===== src/hw/rtl/rsc_pkg.sv =====
// Shared constants and types for the RPN stack calculator.
`default_nettype none
package rsc_pkg;
    localparam int STACK_DEPTH = 64;
    localparam int DATA_W      = 32;
    localparam int DEPTH_W     = $clog2(STACK_DEPTH + 1);
    localparam int PTR_W       = $clog2(STACK_DEPTH);
    localparam int CNT_W       = $clog2(DATA_W);
    localparam int FUNC_W      = 3;
    localparam int STATUS_W    = 2;
    localparam int RESULT_DEPTH_W = 7;

    typedef enum logic [FUNC_W-1:0] {
        FN_PUSH = 3'd0,
        FN_ADD  = 3'd1,
        FN_SUB  = 3'd2,
        FN_MUL  = 3'd3,
        FN_DIV  = 3'd4,
        FN_PEEK = 3'd5,
        FN_LIST = 3'd6,
        FN_NOP  = 3'd7
    } func_t;

    typedef enum logic [STATUS_W-1:0] {
        ST_OK        = 2'd0,
        ST_UNDERFLOW = 2'd1,
        ST_DIVZERO   = 2'd2,
        ST_EMPTY     = 2'd3
    } status_t;
endpackage
`default_nettype wire


===== src/hw/rtl/rsc_alu.sv =====
// Bit-serial add/subtract, shift-add multiply and restoring divide unit.
`default_nettype none
module rsc_alu (
    input  wire logic                       clk,
    input  wire logic                       rst_n,
    input  wire logic                       start,
    input  wire rsc_pkg::func_t             op,
    input  wire logic [rsc_pkg::DATA_W-1:0] a,
    input  wire logic [rsc_pkg::DATA_W-1:0] b,
    output logic                            done,
    output logic [rsc_pkg::DATA_W-1:0]      result
);
    import rsc_pkg::*;

    logic              busy_reg;
    logic              done_reg;
    logic [CNT_W-1:0]  cnt_reg;
    func_t             op_reg;
    logic [DATA_W-1:0] x_reg;
    logic [DATA_W-1:0] y_reg;
    logic [DATA_W-1:0] z_reg;
    logic [DATA_W-1:0] rem_reg;
    logic              carry_reg;
    logic              neg_reg;
    logic [DATA_W:0]   trial;
    logic              sum_bit;

    assign trial   = {rem_reg, z_reg[DATA_W-1]} - {1'b0, y_reg};
    assign sum_bit = x_reg[0] ^ y_reg[0] ^ carry_reg;

    always_ff @(posedge clk or negedge rst_n)
    begin
        if (!rst_n)
        begin
            busy_reg <= 1'b0;
            done_reg <= 1'b0;
            cnt_reg  <= '0;
        end
        else if (start)
        begin
            busy_reg <= 1'b1;
            done_reg <= 1'b0;
            cnt_reg  <= '0;
        end
        else if (busy_reg)
        begin
            cnt_reg <= cnt_reg + 1'b1;
            if (cnt_reg == CNT_W'(DATA_W - 1))
            begin
                busy_reg <= 1'b0;
                done_reg <= 1'b1;
            end
        end
        else
        begin
            done_reg <= 1'b0;
        end
    end

    always_ff @(posedge clk)
    begin
        if (start)
        begin
            op_reg    <= op;
            x_reg     <= a;
            carry_reg <= (op == FN_SUB);
            rem_reg   <= '0;
            neg_reg   <= a[DATA_W-1] ^ b[DATA_W-1];
            if (op == FN_DIV)
            begin
                z_reg <= a[DATA_W-1] ? (~a + 1'b1) : a;
                y_reg <= b[DATA_W-1] ? (~b + 1'b1) : b;
            end
            else
            begin
                z_reg <= '0;
                y_reg <= (op == FN_SUB) ? ~b : b;
            end
        end
        else if (busy_reg)
        begin
            case (op_reg)
                FN_MUL:
                begin
                    if (y_reg[0])
                    begin
                        z_reg <= z_reg + x_reg;
                    end
                    x_reg <= {x_reg[DATA_W-2:0], 1'b0};
                    y_reg <= {1'b0, y_reg[DATA_W-1:1]};
                end
                FN_DIV:
                begin
                    if (!trial[DATA_W])
                    begin
                        rem_reg <= trial[DATA_W-1:0];
                        z_reg   <= {z_reg[DATA_W-2:0], 1'b1};
                    end
                    else
                    begin
                        rem_reg <= {rem_reg[DATA_W-2:0], z_reg[DATA_W-1]};
                        z_reg   <= {z_reg[DATA_W-2:0], 1'b0};
                    end
                end
                default:
                begin
                    carry_reg <= (x_reg[0] & y_reg[0]) | (carry_reg & (x_reg[0] ^ y_reg[0]));
                    x_reg     <= {1'b0, x_reg[DATA_W-1:1]};
                    y_reg     <= {1'b0, y_reg[DATA_W-1:1]};
                    z_reg     <= {sum_bit, z_reg[DATA_W-1:1]};
                end
            endcase
        end
    end

    assign done   = done_reg;
    assign result = (op_reg == FN_DIV && neg_reg) ? (~z_reg + 1'b1) : z_reg;
endmodule
`default_nettype wire


===== src/hw/rtl/rpn_stack_calculator_core.sv =====
// RPN stack calculator top level: stack memory, sequencer and output register.
//
//  channel | handshake         | payload
//  --------+-------------------+-------------------------------------
//  in      | in_valid/in_stall | func, value
//  out     | out_valid/out_stall | status, result_value, depth, last
//
// Push, nop, underflow and empty-stack requests go straight to emission;
// peek reads the top entry first; add, subtract, multiply and divide read
// both operands; all but divide by zero use the 32-step arithmetic unit.
// List gives one result per cycle from stack memory unless the output stalls.
// Reset clears the depth and control; stack contents are undefined until pushed.
// Output stall holds the result register and blocks the sequencer at emission.
`default_nettype none
module rpn_stack_calculator_core (
    input  wire logic                                clk,
    input  wire logic                                rst_n,
    input  wire logic                                in_valid,
    output logic                                     in_stall,
    input  wire logic [rsc_pkg::FUNC_W-1:0]          func,
    input  wire logic signed [rsc_pkg::DATA_W-1:0]   value,
    output logic                                     out_valid,
    input  wire logic                                out_stall,
    output logic [rsc_pkg::STATUS_W-1:0]             status,
    output logic signed [rsc_pkg::DATA_W-1:0]        result_value,
    output logic [rsc_pkg::RESULT_DEPTH_W-1:0]       depth,
    output logic                                     last
);
    import rsc_pkg::*;

    typedef enum logic [6:0] {
        S_IDLE = 7'b0000001,
        S_TOPB = 7'b0000010,
        S_TOPA = 7'b0000100,
        S_ALU  = 7'b0001000,
        S_WR   = 7'b0010000,
        S_EMIT = 7'b0100000,
        S_LIST = 7'b1000000
    } state_t;

    state_t              state_reg;
    state_t              state_next;
    logic [DEPTH_W-1:0]  depth_reg;
    func_t               func_reg;
    logic [DATA_W-1:0]   b_reg;
    logic [DATA_W-1:0]   res_reg;
    status_t             pend_status_reg;
    logic [DATA_W-1:0]   pend_value_reg;
    logic [PTR_W-1:0]    idx_reg;

    logic [DATA_W-1:0]   mem [STACK_DEPTH];
    logic [DATA_W-1:0]   rd_data;
    logic [PTR_W-1:0]    rd_addr;
    logic                wr_en;
    logic [PTR_W-1:0]    wr_addr;
    logic [DATA_W-1:0]   wr_data;

    logic                ovalid_reg;
    status_t             ostatus_reg;
    logic [DATA_W-1:0]   ovalue_reg;
    logic [DEPTH_W-1:0]  odepth_reg;
    logic                olast_reg;

    logic                accept;
    logic                out_free;
    logic                out_load;
    logic                list_last;
    logic                alu_start;
    logic                alu_done;
    logic [DATA_W-1:0]   alu_result;
    func_t               in_func;

    assign in_func   = func_t'(func);
    assign accept    = in_valid && (state_reg == S_IDLE);
    assign in_stall  = (state_reg != S_IDLE);
    assign out_free  = !ovalid_reg || !out_stall;
    assign out_load  = out_free && (state_reg == S_EMIT || state_reg == S_LIST);
    assign list_last = ({1'b0, idx_reg} + 1'b1) == depth_reg;
    assign alu_start = (state_reg == S_TOPA) && !(func_reg == FN_DIV && b_reg == '0);

    always_comb
    begin
        rd_addr = PTR_W'(depth_reg - 1'b1);
        wr_en   = 1'b0;
        wr_addr = PTR_W'(depth_reg);
        wr_data = value;
        unique case (state_reg)
            S_IDLE:
            begin
                if (in_func == FN_LIST)
                begin
                    rd_addr = '0;
                end
                wr_en = accept && (in_func == FN_PUSH) && (depth_reg < DEPTH_W'(STACK_DEPTH));
            end
            S_TOPB: rd_addr = PTR_W'(depth_reg - 2'd2);
            S_WR:
            begin
                wr_en   = 1'b1;
                wr_addr = PTR_W'(depth_reg - 1'b1);
                wr_data = res_reg;
            end
            S_LIST: rd_addr = out_load ? (idx_reg + 1'b1) : idx_reg;
            default: ;
        endcase
    end

    always_ff @(posedge clk)
    begin
        if (wr_en)
        begin
            mem[wr_addr] <= wr_data;
        end
        rd_data <= mem[rd_addr];
    end

    always_comb
    begin
        state_next = state_reg;
        unique case (state_reg)
            S_IDLE:
            begin
                if (accept)
                begin
                    unique case (in_func)
                        FN_ADD, FN_SUB, FN_MUL, FN_DIV:
                            state_next = (depth_reg < DEPTH_W'(2)) ? S_EMIT : S_TOPB;
                        FN_PEEK:
                            state_next = (depth_reg == '0) ? S_EMIT : S_TOPB;
                        FN_LIST:
                            state_next = (depth_reg == '0) ? S_EMIT : S_LIST;
                        default:
                            state_next = S_EMIT;
                    endcase
                end
            end
            S_TOPB: state_next = (func_reg == FN_PEEK) ? S_EMIT : S_TOPA;
            S_TOPA: state_next = alu_start ? S_ALU : S_WR;
            S_ALU:  state_next = alu_done ? S_WR : S_ALU;
            S_WR:   state_next = S_EMIT;
            S_EMIT: state_next = out_free ? S_IDLE : S_EMIT;
            S_LIST: state_next = (out_free && list_last) ? S_IDLE : S_LIST;
            default: state_next = S_IDLE;
        endcase
    end

    always_ff @(posedge clk or negedge rst_n)
    begin
        if (!rst_n)
        begin
            state_reg  <= S_IDLE;
            depth_reg  <= '0;
            ovalid_reg <= 1'b0;
            idx_reg    <= '0;
        end
        else
        begin
            state_reg <= state_next;
            if (wr_en && state_reg == S_IDLE)
            begin
                depth_reg <= depth_reg + 1'b1;
            end
            else if (state_reg == S_TOPA)
            begin
                depth_reg <= depth_reg - 1'b1;
            end
            if (accept)
            begin
                idx_reg <= '0;
            end
            else if (state_reg == S_LIST && out_load)
            begin
                idx_reg <= idx_reg + 1'b1;
            end
            if (out_load)
            begin
                ovalid_reg <= 1'b1;
            end
            else if (!out_stall)
            begin
                ovalid_reg <= 1'b0;
            end
        end
    end

    always_ff @(posedge clk)
    begin
        if (accept)
        begin
            func_reg       <= in_func;
            pend_value_reg <= '0;
            unique case (in_func)
                FN_ADD, FN_SUB, FN_MUL, FN_DIV:
                    pend_status_reg <= (depth_reg < DEPTH_W'(2)) ? ST_UNDERFLOW : ST_OK;
                FN_PEEK, FN_LIST:
                    pend_status_reg <= (depth_reg == '0) ? ST_EMPTY : ST_OK;
                default:
                    pend_status_reg <= ST_OK;
            endcase
        end
        if (state_reg == S_TOPB)
        begin
            b_reg <= rd_data;
            if (func_reg == FN_PEEK)
            begin
                pend_value_reg <= rd_data;
            end
        end
        if (state_reg == S_TOPA && !alu_start)
        begin
            res_reg         <= rd_data;
            pend_status_reg <= ST_DIVZERO;
        end
        if (state_reg == S_ALU && alu_done)
        begin
            res_reg <= alu_result;
        end
        if (out_load)
        begin
            odepth_reg <= depth_reg;
            if (state_reg == S_LIST)
            begin
                ostatus_reg <= ST_OK;
                ovalue_reg  <= rd_data;
                olast_reg   <= list_last;
            end
            else
            begin
                ostatus_reg <= pend_status_reg;
                ovalue_reg  <= pend_value_reg;
                olast_reg   <= 1'b1;
            end
        end
    end

    rsc_alu u_alu (
        .clk    (clk),
        .rst_n  (rst_n),
        .start  (alu_start),
        .op     (func_reg),
        .a      (rd_data),
        .b      (b_reg),
        .done   (alu_done),
        .result (alu_result)
    );

    assign out_valid    = ovalid_reg;
    assign status       = ostatus_reg;
    assign result_value = ovalue_reg;
    assign depth        = RESULT_DEPTH_W'(odepth_reg);
    assign last         = olast_reg;

    a_depth_bound: assert property (@(posedge clk) disable iff (!rst_n)
        depth_reg <= DEPTH_W'(STACK_DEPTH))
        else $error("stack depth beyond capacity");

    a_alu_done_state: assert property (@(posedge clk) disable iff (!rst_n)
        alu_done |-> (state_reg == S_ALU))
        else $error("arithmetic unit finished outside its state");

    a_list_nonempty: assert property (@(posedge clk) disable iff (!rst_n)
        (state_reg == S_LIST) |-> (depth_reg != '0))
        else $error("list walk on empty stack");
endmodule
`default_nettype wire

===== config.mk =====
export PLATFORM = sky130hd
export DESIGN_NAME = rpn_stack_calculator_core
export DESIGN_NICKNAME = d
export VERILOG_FILES = /design/src/hw/rtl/rsc_pkg.sv /design/src/hw/rtl/rsc_alu.sv /design/src/hw/rtl/rpn_stack_calculator_core.sv
export SDC_FILE = /design/constraint.sdc
export NUM_CORES = 2
export LEC_CHECK = 0
export ABC_CLOCK_PERIOD_IN_PS = 12050
export BUFFER_PORTS_ARGS = -buffer_cell sky130_fd_sc_hd__buf_4
export CAP_MARGIN = 15
export CORE_UTILIZATION = 45
export DETAILED_ROUTE_END_ITERATION = 7
export GPL_ROUTABILITY_DRIVEN = 0
export PLACE_DENSITY = 0.66
export SYNTH_ARGS = -nofsm -noshare
export SYNTH_HDL_FRONTEND = slang
export SYNTH_SLANG_ARGS = --single-unit

===== constraint.sdc =====
create_clock -name clk -period 12.05 [get_ports clk]
set_clock_uncertainty 0.1 [all_clocks]
set_input_delay 2.41 -clock clk [delete_from_list [all_inputs] [get_ports clk]]
set_output_delay 2.41 -clock clk [all_outputs]
set_load 0.01 [all_outputs]

### Yosys cells after proc, flatten, opt, wreduce, memory -nomap -nowiden

Memories as Yosys holds them, arrays and structs flattened. A register that Yosys moved wholly into a read port is not among the register bits.
Index checks and enable logic that the tools add are counted.
Widths: inputs -> output; s select.

* eq/ne operators: 27
* mux-type cells: 63
* add/sub/neg operators: 11
* reductions and logical operators: 32
* bitwise operators: 9
* order comparisons: 2

Operator list (count)
* $mux 32: 22
* $pmux 32 s2: 2
* $add 32x1->32 const B: 3
* $not 32->32: 3
* $mux 6: 9
* $pmux 7 s7: 1
* $mux 7: 5
* $sub 33x32->33: 1
* $add 32x32->32: 1
* $logic_not 32->1: 1
* $pmux 7 s3: 1
* $mux 5: 4
* $eq 3x3->1 const B: 6
* $pmux 6 s3: 1
* $mux 1: 15
* $eq 3x2->1 const B: 4
* $logic_and 1x1->1: 12
* $reduce_and 2->1: 4
* $reduce_bool 2->1: 4
* $add 6x1->7 const B: 1
* $add 7x1->7 const B: 1
* $eq 7x1->1 const B: 1
* $eq 7x2->1 const B: 1
* $eq 7x3->1 const B: 1
* other kinds (30): 40

* bits in registers: 304
* output and inout port bits: 44
* bits in writable memories: 2048
* word-level logic and storage cells: 168
* memories kept: 1

Memory list
* mem: words 64, width 32, read ports 1, clocked after memory_dff 1, write ports 1, line rpn_stack_calculator_core.sv:51 `logic [DATA_W-1:0] mem [STACK_DEPTH];`

### Depth between registers and ports, before layout

* depth after elaboration: 8
* gate-level depth with buffers: 16
* mapped depth without buffers: 13

### Modules after synthesis

Synthesis repeated with hierarchy kept, for this count alone.

* cells, all modules: 8009
* area, all modules: 100926.8 um^2

Modules (own cells, without submodules)
* rpn_stack_calculator_core: cells an instance 6590, area an instance 88910.3 um^2, instances 1
* rsc_alu: cells an instance 1419, area an instance 12016.5 um^2, instances 1

### Worst setup path after synthesis

OpenSTA, ideal clock, no wires.

* kind: input port to flip-flop
* start point: input func[2] (netlist name)
* end point: memory mem[14][0] (enable)
* setup slack: 6.332 ns
* library setup time: 0.421 ns
* arrival time: 5.197 ns
* cell stages on the path: 6
* data required time: 11.529 ns
* buffers on the path: 1
* cell sequence: clkbuf_1 > or2_2 > or4_1 > o22ai_1 > nand2_1 > nor2_1

* longest elaborated chain between the ends: 6

Ends and longest elaborated chain
* start, declared: line rpn_stack_calculator_core.sv:20 `input wire logic [rsc_pkg::FUNC_W-1:0] func,`
* $logic_not 3->1: line rpn_stack_calculator_core.sv:94 `wr_en = accept && (in_func == FN_PUSH) && (depth_reg < DEPTH_W'(STACK_DEPTH));`
* $logic_and 1x1->1 (2 in series): line rpn_stack_calculator_core.sv:94
* $pmux 1 s2: line rpn_stack_calculator_core.sv:87 `unique case (state_reg)`
* $mux 1: line rpn_stack_calculator_core.sv:110 `if (wr_en)`
* $mux 1 (not written as such): line rpn_stack_calculator_core.sv:112 `mem[wr_addr] <= wr_data;`
* end, declared: line rpn_stack_calculator_core.sv:51

No other way between the ends.

### Worst setup path after layout

* start point: input func[0] (netlist name)
* end point: register rd_data[19], read port of mem

* longest elaborated chain between the ends: 3

Ends and longest elaborated chain
* $eq 3x3->1: line rpn_stack_calculator_core.sv:90 `if (in_func == FN_LIST)`
* $mux 6: line rpn_stack_calculator_core.sv:90
* $pmux 6 s3: line rpn_stack_calculator_core.sv:87
* end, declared: line rpn_stack_calculator_core.sv:52 `logic [DATA_W-1:0] rd_data;`

No other way between the ends.
A chain may end at the register's enable or synchronous reset.

==> summary.md <==
| Metric | Value |
|---|---|
| Final Util | 0.511 |
| Cts repair resizes | 0 |
| Setup_tns | 0 ns |
| Vias | 68.3k |
| Initial antenna violation count | 10 |
| Placed cell areas | 105000 um2 |
| Row Count | 172 |
| CP arrival | 7.40 ns |
| Commonest non-fill, non-tap cell in the layout | edfxtp_1 |
| Commonest register cell after synthesis | edfxtp_1 |
| WP data required | about 13 ns |
| Cell Pwr Density | 289 nW/um2 |
| Largest net degree at the start of global routing | 152 |
| Post-layout nets | 8208 |
| Tmin final | ~6.7 ns |
| Post-route cell area | 113000 um2 |
| Buf+Inv Stages, Crit Path | 4 |
| Vias in the first global route | 64.2k |
| Commonest non-fill, non-tap cells in the layout | edfxtp_1, nand2_1, nand3_1 |
| Via density | ~6 |
| Worst-path clk slew | 0.06 ns |
| CTS tree | yes |
| Hold-fix buffers, CTS | 0 |
| Total Wirelength | just over 300000 um |
| First-pass iteration count of the detailed router | 8 |
| Worst r2r path cells | 13 |
| Cell count along the critical path | 14 |
| Fmax | 0.148 GHz |
| Final setup fails | 0 |
| Tot GR Track Use | 0.267 |
| I/O pins | 83 |
| Drt first-iter violations | 9594 |
| Skew-Pair Late Insertion Delay | 0.90 ns |
| ANT nets after route | 0 |
| Total power draw | 32.5 mW |
| IO buf count | 82 |
| Fin. Hold Viols | 0 |
| Initial core utilization | 0.454 |
| Max_cap viols | 0 |
| Slew HR | 0.157 |
| Total gr overflow | 0 |
| Hold Path Depth | 2 |
| Status | complete, but fails checks |
| Placeable Area | between 200000 and 250000 um2 |
| Crit-path slowest cell | buf_4 |
| Mapped Area | 99900 um2 |
| Final Max Slew Viols | 0 |
| Synth async-reset ratio | 0.0117 |
| Die width | 473 um |
| Die Y | 473 um |
| DIE AREA | about 220000 um2 |
| Crit path largest cell delay | 0.82 ns |
| Synth unique cells | 92 |
| Peak VDD IR | 0.423 mV |
| Clock Sinks | roughly 2.4k |
| Largest delay share family, worst path | buffers and inverters |
| Register area share after synthesis | 0.706 |
| Violated checks | design-rule violations |
| Drt drc | 1 |
| Startpoint type of the worst setup path | input pin |
| Syn. warnings | 0 |
| Crit path cell chain | buf_4 -> and3b_1 -> o211ai_1 -> and2_1 -> a22oi_2 -> buf_12 -> nor2_4 -> buf_4 -> buf_4 -> a32oi_1 -> nand4_1 -> a21oi_1 -> a41oi_1 -> o21ai_0 |
| Max Root-Sink Buffers | 3 |
| Max H-tree Level | 4 |
| Synth Area per Inst | 12.4 um2 |
| Crit path kind | in2reg |
| First-pass GRT wire length | 439000 um |
| Syn_nets | approximately 8k |
| Crit Path Max Fanout | 75 |
| Share of the synthesized area in the top cell type | 0.679 |
| Synthesized flop and latch total | 2384 |
| DP HPWL | around 170000 um |
| Share of cells above drive strength 1 | 0.0986 |
| CP Capture Type | register |
| Clock root buffer | clkbuf_16 |
| Synth top area cells | edfxtp_1, nand2_1, nand3_1, mux2i_1, dfxtp_1 |
| Post-synth EDFFs | 2258 |
| Drt wl/cell | 27.1 um |
| Post-CTS setup buffers | 0 |
| Top reg by flops | mem |
| Max reg flops | 2048 |
| Leak | ~39 nW |
| Number of fill cells in the layout | 18.3k |
| Setup WS post-layout | 5.31 ns |
| Tightest Pin Transition | approximately 1.3 ns |
| Worst min path class | reg2reg |
| Cts bufs inserted | 232 |
| Leading area contributor after synthesis | edfxtp_1 |
| Synth-to-Final Area Change | 12.7% |
| Most used cell, CP | buf_4 |
| Syn Inst Count | 8044 |
| Final Cycle Share | 0.560 |
| Pre-CTS setup slack | 4.30 ns |
| RSZ-0062 raised after global routing | false |
[worst paths after layout]
kind | slack [ns] | end | from
min in group asynchronous | 1.35 | idx_reg[5] | rst_n
min | 0.36 | pend_value_reg[18] | pend_value_reg[18]
min reg2reg | 0.36 | pend_value_reg[18] | pend_value_reg[18]
max reg2reg | 6.09 | rd_data[10] | state_reg[3]
max in group asynchronous | 10.17 | depth_reg[0] | rst_n
max | 5.31 | rd_data[19] | func[0]
[tightest hold or removal path, delay by kind of cell, from the launching register on]
kind | cells | cell delay [ns]
DFF | 1 | 0.31
AOI/OAI and AO/OA | 1 | 0.06
and+or+nand+nor | 1 | 0.05
[layer usage]
metal,global-route usage,vias up,part of all wire,wire length [um]
li1,-,29700,-,-
met1,0.356,33900,0.38,115000
met2,0.413,4101,0.45,137000
met3,0.0707,662,0.13,38100
met4,0.114,6,0.046,13900
met5,0,-,0.00013,39
[cells by family after synthesis]
logic type,synth area share
and+or+nand+nor,0.149
DFF,0.706
AOI/OAI and AO/OA,0.0708
buffers and inverters,0.0229
muxes,0.0264
xor gates and xnor gates,0.0147
adders and majority gates,0.0100
[Yosys cell counts (all sizes together) (13+ instances only)]
cell / number
a21o: 34
a21oi: 268
a221oi: 28
a22oi: 14
a311oi: 39
a31oi: 107
a32oi: 98
and3: 40
buf: 182
clkbuf: 312
dfrtp: 27
dfxtp: 98
edfxtp: 2258
ha: 75
inv: 68
mux2i: 248
nand2: 2186
nand2b: 17
nand3: 789
nand4: 69
nor2: 230
nor3: 43
nor4: 38
o2111ai: 14
o211ai: 15
o21a: 13
o21ai: 302
o22ai: 24
o31ai: 26
or3: 15
or4: 15
xnor2: 107
xor2: 61
[stage by stage]
step	std cells	hold slack (ns)
floorplan	8044	0.303
global placement	10800	0.343
detailed placement	10800	0.352
CTS	11200	0.359
global route	11300	0.369
finish	11300	0.358
[layout make-up]
| cell class | instances | area (um2) | share of cell area |
|---|---|---|---|
| sequential | 2384 | 70500 | 0.626 |
| multi-input combinational | 5098 | 27900 | 0.248 |
| timing repair buffer | 307 | 2460 | 0.0219 |
| tap | 2958 | 3700 | 0.0329 |
| clock buffer | 298 | 6170 | 0.0548 |
| inverter | 68 | 255 | 0.00227 |
| clock inverter | 139 | 1570 | 0.0139 |
| antenna | 3 | 7.51 | 0.0000667 |
[report_power, final]
group,switching (mW),internal (mW),total [mW]
logic,10.7,4.37,15.1
clock network,3.21,4.17,7.38
registers,0.503,9.56,10.1
Note: power is estimated with default switching activity, not from simulation.
